==> config.mk <==
export PLATFORM = sky130hd
export DESIGN_NAME = linear_scan_register_allocator_core
export DESIGN_NICKNAME = d
export VERILOG_FILES = /design/src/hw/rtl/lsra_pkg.sv /design/src/hw/rtl/lsra_cell.sv /design/src/hw/rtl/linear_scan_register_allocator_core.sv
export SDC_FILE = /design/constraint.sdc
export NUM_CORES = 2
export LEC_CHECK = 0
export BUFFER_PORTS_ARGS = -buffer_cell sky130_fd_sc_hd__clkbuf_2
export CAP_MARGIN = 10
export CORE_MARGIN = 2
export CORE_UTILIZATION = 25
export DETAILED_ROUTE_END_ITERATION = 10
export PLACE_DENSITY = 0.49
export SLEW_MARGIN = 20
export SYNTH_ARGS = -nofsm -noshare
export SYNTH_HDL_FRONTEND = slang
export SYNTH_SLANG_ARGS = --single-unit
==> constraint.sdc <==
create_clock -name clk -period 10.1 [get_ports clk]
set_input_delay 0.505 -clock clk [delete_from_list [all_inputs] [get_ports clk]]
set_output_delay 0.505 -clock clk [all_outputs]
set_load 0.01 [all_outputs]
==> src/hw/rtl/lsra_pkg.sv <==
package lsra_pkg;

  localparam int NUM_REGS_DEF = 16;
  localparam int MAX_REGS     = 16;
  localparam int ID_W         = 16;
  localparam int POS_W        = 16;
  localparam int REG_W        = 4;
  localparam int SLOT_W       = 16;

  localparam logic [SLOT_W-1:0] SLOT_MAX = {SLOT_W{1'b1}};

  typedef enum logic [1:0] {
    CELL_HOLD,
    CELL_CLEAR,
    CELL_SHIFT,
    CELL_INSERT
  } cell_op_t;

  typedef struct packed {
    logic             valid;
    logic [ID_W-1:0]  id;
    logic [POS_W-1:0] end_pos;
    logic [REG_W-1:0] rg;
  } cell_t;

  typedef struct packed {
    cell_op_t op;
    cell_t    ins;
  } cell_ctl_t;

  typedef enum logic {
    ST_IDLE,
    ST_SCAN
  } state_t;

endpackage

==> src/hw/rtl/lsra_cell.sv <==
module lsra_cell
  import lsra_pkg::*;
(
  input  logic      clk,
  input  logic      rst,
  input  cell_ctl_t ctl,
  input  logic      kill,
  input  cell_t     left,
  input  logic      left_open,
  input  cell_t     right,
  output cell_t     q,
  output logic      open
);

  logic             valid;
  logic [ID_W-1:0]  id;
  logic [POS_W-1:0] end_pos;
  logic [REG_W-1:0] rg;
  cell_t            q_next;

  assign q = '{valid: valid, id: id, end_pos: end_pos, rg: rg};

  // A cell is open when the new interval belongs at or before it. A killed cell
  // (the evicted top) counts as empty.
  assign open = !(valid && !kill) || (end_pos > ctl.ins.end_pos);

  always_comb begin
    q_next = q;
    unique case (ctl.op)
      CELL_HOLD: begin
        q_next = q;
      end
      CELL_CLEAR: begin
        q_next.valid = 1'b0;
      end
      CELL_SHIFT: begin
        q_next = right;
      end
      CELL_INSERT: begin
        if (left_open) begin
          q_next = left;
        end else if (open) begin
          q_next = ctl.ins;
        end
      end
    endcase
  end

  always_ff @(posedge clk) begin
    if (rst) begin
      valid <= 1'b0;
    end else begin
      valid <= q_next.valid;
    end
  end

  always_ff @(posedge clk) begin
    id      <= q_next.id;
    end_pos <= q_next.end_pos;
    rg      <= q_next.rg;
  end

endmodule

==> src/hw/rtl/linear_scan_register_allocator_core.sv <==
// Channel | Direction | Handshake               | Beat payload
// input   | in        | in_valid / in_ready     | interval_id, interval_start, interval_end,
//         |           |                         | start_new
// result  | out       | out_valid / out_ready   | result_id, is_spilled, reg_index,
//         |           |                         | spill_slot, slot_overflow, last
// config  | in        | cfg_write_en            | cfg_write_data (spill_slot_base)
//
// For each interval the chain of cells first retires the expired active
// intervals from its head, one per cycle; once the output stage can take a beat
// it inserts the interval (evicting the furthest-ending cell if full) or spills it.
// Synchronous reset empties the cells, frees all registers and loads the spill
// counter and its base with zero.
// An eviction yields two result beats; allocation waits while the output stage
// still holds a beat that cannot drain, and input is taken only between items.
module linear_scan_register_allocator_core
  import lsra_pkg::*;
#(
  parameter int NUM_REGS = NUM_REGS_DEF
) (
  input  logic              clk,
  input  logic              rst,
  input  logic              in_valid,
  output logic              in_ready,
  input  logic [ID_W-1:0]   interval_id,
  input  logic [POS_W-1:0]  interval_start,
  input  logic [POS_W-1:0]  interval_end,
  input  logic              start_new,
  output logic              out_valid,
  input  logic              out_ready,
  output logic [ID_W-1:0]   result_id,
  output logic              is_spilled,
  output logic [REG_W-1:0]  reg_index,
  output logic [SLOT_W-1:0] spill_slot,
  output logic              slot_overflow,
  output logic              last,
  input  logic              cfg_write_en,
  input  logic [SLOT_W-1:0] cfg_write_data
);

  localparam int REG_CAP = (NUM_REGS > MAX_REGS) ? MAX_REGS : NUM_REGS;

  state_t state, state_next;

  logic [ID_W-1:0]   cur_id;
  logic [POS_W-1:0]  cur_start;
  logic [POS_W-1:0]  cur_end;
  logic [SLOT_W-1:0] spill_base;
  logic [SLOT_W-1:0] spill_counter;
  logic [REG_CAP-1:0] free_map, free_map_next;

  logic              pend_valid;
  logic [ID_W-1:0]   pend_id;
  logic [SLOT_W-1:0] pend_slot;
  logic              pend_ovf;

  cell_ctl_t         ctl;
  cell_t             cells [REG_CAP];
  logic [REG_CAP-1:0] cell_open;
  logic [REG_CAP-1:0] cell_valid;

  logic              accept;
  logic              expire;
  logic              full;
  logic              evict;
  logic              can_emit;
  logic              do_alloc;
  logic [REG_W-1:0]  low_free;
  logic              slot_ovf;

  genvar g;
  generate
    for (g = 0; g < REG_CAP; g++) begin : g_cell
      cell_t left_q, right_q;
      logic  left_op;
      logic  kill_q;

      if (g == 0) begin : g_head
        assign left_q  = '0;
        assign left_op = 1'b0;
      end else begin : g_body
        assign left_q  = cells[g-1];
        assign left_op = cell_open[g-1];
      end

      if (g == REG_CAP - 1) begin : g_tail
        assign right_q = '0;
        assign kill_q  = evict;
      end else begin : g_mid
        assign right_q = cells[g+1];
        assign kill_q  = 1'b0;
      end

      lsra_cell u_cell (
        .clk       (clk),
        .rst       (rst),
        .ctl       (ctl),
        .kill      (kill_q),
        .left      (left_q),
        .left_open (left_op),
        .right     (right_q),
        .q         (cells[g]),
        .open      (cell_open[g])
      );

      assign cell_valid[g] = cells[g].valid;
    end
  endgenerate

  assign accept   = in_valid && in_ready;
  assign expire   = cells[0].valid && (cells[0].end_pos <= cur_start);
  assign full     = cell_valid[REG_CAP-1];
  assign evict    = full && (cells[REG_CAP-1].end_pos > cur_end);
  assign can_emit = (!out_valid || out_ready) && !pend_valid;
  assign slot_ovf = (spill_counter == SLOT_MAX);

  always_comb begin
    low_free = '0;
    for (int i = REG_CAP - 1; i >= 0; i--) begin
      if (free_map[i]) begin
        low_free = REG_W'(i);
      end
    end
  end

  // Next state.
  always_comb begin
    state_next = state;
    unique case (state)
      ST_IDLE: begin
        if (in_valid) begin
          state_next = ST_SCAN;
        end
      end
      ST_SCAN: begin
        if (do_alloc) begin
          state_next = ST_IDLE;
        end
      end
    endcase
  end

  // Outputs of the sequencer.
  always_comb begin
    in_ready       = 1'b0;
    do_alloc       = 1'b0;
    ctl.op         = CELL_HOLD;
    ctl.ins.valid  = 1'b1;
    ctl.ins.id     = cur_id;
    ctl.ins.end_pos = cur_end;
    ctl.ins.rg     = full ? cells[REG_CAP-1].rg : low_free;
    unique case (state)
      ST_IDLE: begin
        in_ready = 1'b1;
        if (in_valid && start_new) begin
          ctl.op = CELL_CLEAR;
        end
      end
      ST_SCAN: begin
        if (expire) begin
          ctl.op = CELL_SHIFT;
        end else if (can_emit) begin
          do_alloc = 1'b1;
          if (!full || evict) begin
            ctl.op = CELL_INSERT;
          end
        end
      end
    endcase
  end

  always_comb begin
    free_map_next = free_map;
    if (accept && start_new) begin
      free_map_next = '1;
    end else if (state == ST_SCAN && expire) begin
      for (int i = 0; i < REG_CAP; i++) begin
        if (cells[0].rg == REG_W'(i)) begin
          free_map_next[i] = 1'b1;
        end
      end
    end else if (do_alloc && !full) begin
      for (int i = 0; i < REG_CAP; i++) begin
        if (low_free == REG_W'(i)) begin
          free_map_next[i] = 1'b0;
        end
      end
    end
  end

  always_ff @(posedge clk) begin
    if (rst) begin
      state         <= ST_IDLE;
      free_map      <= '1;
      spill_base    <= '0;
      spill_counter <= '0;
      out_valid     <= 1'b0;
      pend_valid    <= 1'b0;
    end else begin
      state    <= state_next;
      free_map <= free_map_next;
      if (cfg_write_en) begin
        spill_base <= cfg_write_data;
      end
      if (accept && start_new) begin
        spill_counter <= spill_base;
      end else if (do_alloc && full && !slot_ovf) begin
        spill_counter <= spill_counter + 1'b1;
      end
      if (do_alloc) begin
        out_valid  <= 1'b1;
        pend_valid <= evict;
      end else if (out_valid && out_ready) begin
        out_valid  <= pend_valid;
        pend_valid <= 1'b0;
      end
    end
  end

  always_ff @(posedge clk) begin
    if (accept) begin
      cur_id    <= interval_id;
      cur_start <= interval_start;
      cur_end   <= interval_end;
    end
    if (do_alloc) begin
      result_id <= cur_id;
      if (!full || evict) begin
        is_spilled    <= 1'b0;
        reg_index     <= ctl.ins.rg;
        spill_slot    <= '0;
        slot_overflow <= 1'b0;
        last          <= !evict;
      end else begin
        is_spilled    <= 1'b1;
        reg_index     <= '0;
        spill_slot    <= spill_counter;
        slot_overflow <= slot_ovf;
        last          <= 1'b1;
      end
      pend_id   <= cells[REG_CAP-1].id;
      pend_slot <= spill_counter;
      pend_ovf  <= slot_ovf;
    end else if (out_valid && out_ready && pend_valid) begin
      result_id     <= pend_id;
      is_spilled    <= 1'b1;
      reg_index     <= '0;
      spill_slot    <= pend_slot;
      slot_overflow <= pend_ovf;
      last          <= 1'b1;
    end
  end

`ifndef SYNTHESIS
  // Every usable register is either free or held by exactly one active cell.
  a_reg_conservation: assert property (@(posedge clk) disable iff (rst)
    ($countones(free_map) + $countones(cell_valid)) == REG_CAP)
    else $error("free map and active cells disagree");

  // The evicted interval's beat waits behind the first beat of an eviction.
  a_pend_behind_out: assert property (@(posedge clk) disable iff (rst)
    pend_valid |-> (out_valid && !last))
    else $error("pending beat without a first eviction beat");

  a_first_has_pend: assert property (@(posedge clk) disable iff (rst)
    (out_valid && !last) |-> pend_valid)
    else $error("eviction beat lost its second beat");

  // A new item is never taken while the chain is still working on one.
  a_no_accept_in_scan: assert property (@(posedge clk) disable iff (rst)
    (state == ST_SCAN) |-> !in_ready)
    else $error("input taken during scan");
`endif

endmodule
==> key figures <==
Logic synthesis
  – Yosys top cell area share: 0.496
  – Ys async rst share: 0
  – Top cells by area, synth: edfxtp_1 (50%), mux2i_1 (12%), ha_1 (8.1%), o21ai_0 (6.5%), nand2_1 (6.2%)
  – Post-Syn Nets: approximately 4300
  – Top FF cell, synth: edfxtp_1
  – Synthesis-stage register bit count: 763
  – Post-Syn Area per Cell: 10.8 µm²
  – Seq/Total Area, Yosys: 0.527
  – Total number of yosys warnings: 0
  – Yosys top cell by area: edfxtp_1
  – Post-Syn Area: roughly 42000 µm²
  – Distinct cells, synth: 75
  – Post-synth EDFFs: between 600 and 700
  – Gate Count Post-Synth: between 3000 and 4000

Detailed routing
  – Via count: about 31000
  – Post-Route WL: about 130000 µm
  – Remaining DRCs: 0
  – DR WL/cell: between 20 and 25 µm
  – First drt pass iteration count: 5
  – Vias per cell: 4.90
  – Final ANT Viol Nets: 0
  – 1st-iter DRT viols: 2830

Run
  – Max cap viols: 0

Power
  – Combinational Power Share: 0.153
  – Final Total Pwr: 8.69 mW
  – Sw Share: 0.288
  – Max IR drop VDD: roughly 0.00012 V
  – Pint: 6.19 mW
  – Sequential Power Share: 0.463
  – Leakage power: a little under 20 nW
  – Clk network pwr share: 0.384
  – Psw: 2.50 mW
  – PwrDens: 178 nW/µm²

GRT
  – Global route overflow: 0
  – Global-route wire length before repair: approximately 200000 µm
  – Initial antenna violation count: 4
  – Tot GR Track Use: 0.152
  – Vias in the first global route: about 30000
  – Largest net degree at the start of global routing: 224

STA
  – Final setup fails: 0
  – Clock Skew: ~0.050 ns
  – Slew headroom: 0.261
  – RSZ-0062 raised after global routing: no
  – Period utilization: 0.649
  – Fmax: ~150 MHz
  – Final Hold Violating Endpoints: 0
  – Total negative slack: 0 ns
  – Final Max Tran Viols: 0
  – Slew @ Worst Pin: 1.10 ns
  – Final worst path period need: roughly 6.6 ns

Floorplan
  – Row Count: 150
  – Initial Util: 0.252
  – Die Ht: between 400 and 500 µm
  – Core footprint: roughly 170000 µm²
  – # IOs: ~110
  – Die area: between 150000 and 200000 µm²
  – DIE WIDTH: 415 µm

Min path
  – Hold Path Class: in -> reg

Clock tree
  – Cts bufs inserted: 90
  – Post-CTS sizing: 0
  – Clock Path Buffers: 3
  – Worst skew pair latency: 0.74 ns
  – CTS tree: built
  – H-tree depth: 3
  – Clk sinks: approximately 760
  – Clock-pin slew of the registers on the worst-case setup and hold paths: ~0.06 ns
  – Clk root buf: clkbuf_16

Finish
  – Filler Cell Count: about 17000
  – Nets: ~4300
  – Fraction of layout cells with a size suffix above 1: 0.0923
  – Layout overhead on the synthesized area: 15.9%
  – Antenna cell count: 0

Setup path
  – Worst-path maximum fanout: between 100 and 150
  – WS Path Type: reg -> reg
  – Top cell by count, worst path: buf_4
  – Crit path cell chain: inv_1, ha_1, nand4_1, nor4_1, and3_1, a31oi_4, nor3b_4, buf_4, inv_8, buf_4, nor2_1, a21oi_4, buf_4
  – Req. time, crit path: between 10 and 15 ns
  – Cell family with most CP delay: buffers and inverters
  – Setup crit start kind: register
  – Critical path capture point type: register
  – Largest stage delay on the critical path: 0.81 ns
  – Arrival @ worst endpoint: approximately 6.9 ns
  – Worst path slowest cell: buf_4
  – CP Buf/Inv Count: 5

Placed design
  – PortBufs: between 100 and 150
  – HPWL after detailed placement: around 90000 µm
  – Routability Congestion: between 0.8 and 0.9

Run status
  – Outcome: completed
[synth_stat cells (all sizes together), types with 4 or more instances]
library cell	count
a221o	7
o31ai	5
or2	5
clkbuf	168
buf	100
and3	13
a31oi	18
nor4	7
nand4	51
nand2	692
a21o	43
o21a	17
ha	273
nor2b	34
or3	6
dfxtp	67
a21oi	150
a211o	6
edfxtp	696
a2111oi	7
nand3	38
o211ai	9
o21ai	571
o2111ai	4
a22o	16
o21bai	8
a22oi	18
nand2b	12
or4	5
nor3	28
inv	75
a211oi	20
a311oi	4
and4	6
and2	11
mux2i	507
o22ai	11
nor2	152
[placed cells by master (no fill, tap or decap), types with 19 or more instances in the layout]
| cell | netlist | routed |
|---|---|---|
| dfxtp_1 | 67 | 67 |
| clkbuf_2 | 0 | 110 |
| clkbuf_16 | 0 | 95 |
| mux2i_1 | 507 | 507 |
| nand3_1 | 38 | 37 |
| a21o_1 | 43 | 43 |
| a211oi_1 | 19 | 19 |
| nor3_1 | 25 | 24 |
| dlygate4sd3_1 | 0 | 61 |
| nor2_1 | 152 | 147 |
| buf_4 | 2 | 74 |
| nor2b_1 | 34 | 33 |
| a21oi_1 | 150 | 144 |
| o21ai_0 | 549 | 547 |
| edfxtp_1 | 696 | 696 |
| ha_1 | 273 | 273 |
| inv_1 | 74 | 73 |
| nand4_1 | 51 | 51 |
| nand2_1 | 692 | 690 |
[stage by stage]
step | setup slack [ns] | instances | cell area (µm²) | hold slack [ns] | utilization
after CTS | 3.69 | 6255 | 48900 | 0.00990 | 0.292
after floorplan | 5.17 | 3908 | 42200 | 0.426 | -
after global routing | 3.20 | 6255 | 48900 | 0.0536 | 0.292
after detailed placement | 3.71 | 6030 | 45300 | 0.438 | 0.271
after global placement | 3.82 | 6030 | 45300 | 0.434 | 0.270
final | 3.54 | 6255 | 48900 | 0.0613 | 0.292
[per-layer routing]
layer / GRT usage / vias to the layer above / share of wire
li1: - / 14560 / -
met1: 0.222 / 15179 / 0.49
met2: 0.229 / 745 / 0.43
met3: 0.0204 / 169 / 0.048
met4: 0.0525 / 6 / 0.031
met5: 0 / - / 0.00033
[sequential cells by signal, indices dropped and copies added, names as in the netlist]
register and cells:
g_cell.u_cell.end_pos 256, g_cell.u_cell.id 256, g_cell.u_cell.rg 64, cur_end 16, cur_id 16, cur_start 16, free_map 16, g_cell.u_cell.valid 16
pend_id 16, pend_slot 16, result_id 16, spill_base 16, spill_counter 16, spill_slot 16, reg_index 4, is_spilled 1
last 1, out_valid 1, pend_ovf 1, pend_valid 1, slot_overflow 1, state 1
[path summary, 6_finish.rpt]
check                                 to  slack [ns]  depth (start not counted)                      from
setup reg to reg  g_cell[9].u_cell.id[7]        3.54                         13                cur_end[6]
setup / recovery  g_cell[9].u_cell.id[7]        3.54                         13                cur_end[6]
hold reg to reg              pend_id[13]        0.45                          0  g_cell[15].u_cell.id[13]
hold / removal            spill_base[10]        0.06                          3        cfg_write_data[10]
[timing repair]
| item | in CTS | in global routing |
|---|---|---|
| hold endpoints to repair | 61 | 0 |
| setup endpoints to repair | 0 | 0 |
| hold buffers | 61 | 0 |
| setup buffers | 0 | 0 |
[final cells by class]
type                            instances  area [µm²]  area share
Clock buffer                          117        2510      0.0513
Multi-Input combinational cell       2801       18900       0.386
Sequential cell                       763       22200       0.455
Tap cell                             2204        2760      0.0564
Inverter                               76         293     0.00599
Timing Repair Buffer                  247        1750      0.0358
Clock inverter                         47         467     0.00955
[power by group through the flow]
stage / Clock, mW / Sequential [mW] / Combinational, mW
CTS: 3.42 / 4.03 / 1.33
global route: 3.53 / 4.06 / 1.49
detailed placement: 0 / 4.09 / 1.31
finish: 3.34 / 4.03 / 1.33
floorplan: 0 / 3.99 / 0.896
global placement: 0 / 4.09 / 1.28
[logic make-up after synthesis]
family / Yosys count / synth area share
multiplexers: 508 / 0.121
adder cells (fa/ha/maj): 273 / 0.0810
XOR/XNOR: 4 / 0.000831
buffers and inverters: 344 / 0.0336
flip-flops: 763 / 0.527
AO/OA/AOI/OAI: 945 / 0.128
AND/OR/NAND/NOR: 1071 / 0.108
[worst reg2reg max path: stages, from the launching register on]
cell and delay [ns]:
edfxtp_1 0.66, inv_1 0.55, ha_1 0.49, nand4_1 0.11
nor4_1 0.57, and3_1 0.32, a31oi_4 0.07, nor3b_4 0.18
buf_4 0.28, inv_8 0.44, buf_4 0.88, nor2_1 0.31
a21oi_4 0.73, buf_4 0.57
Power figures use the tool's default switching activity.
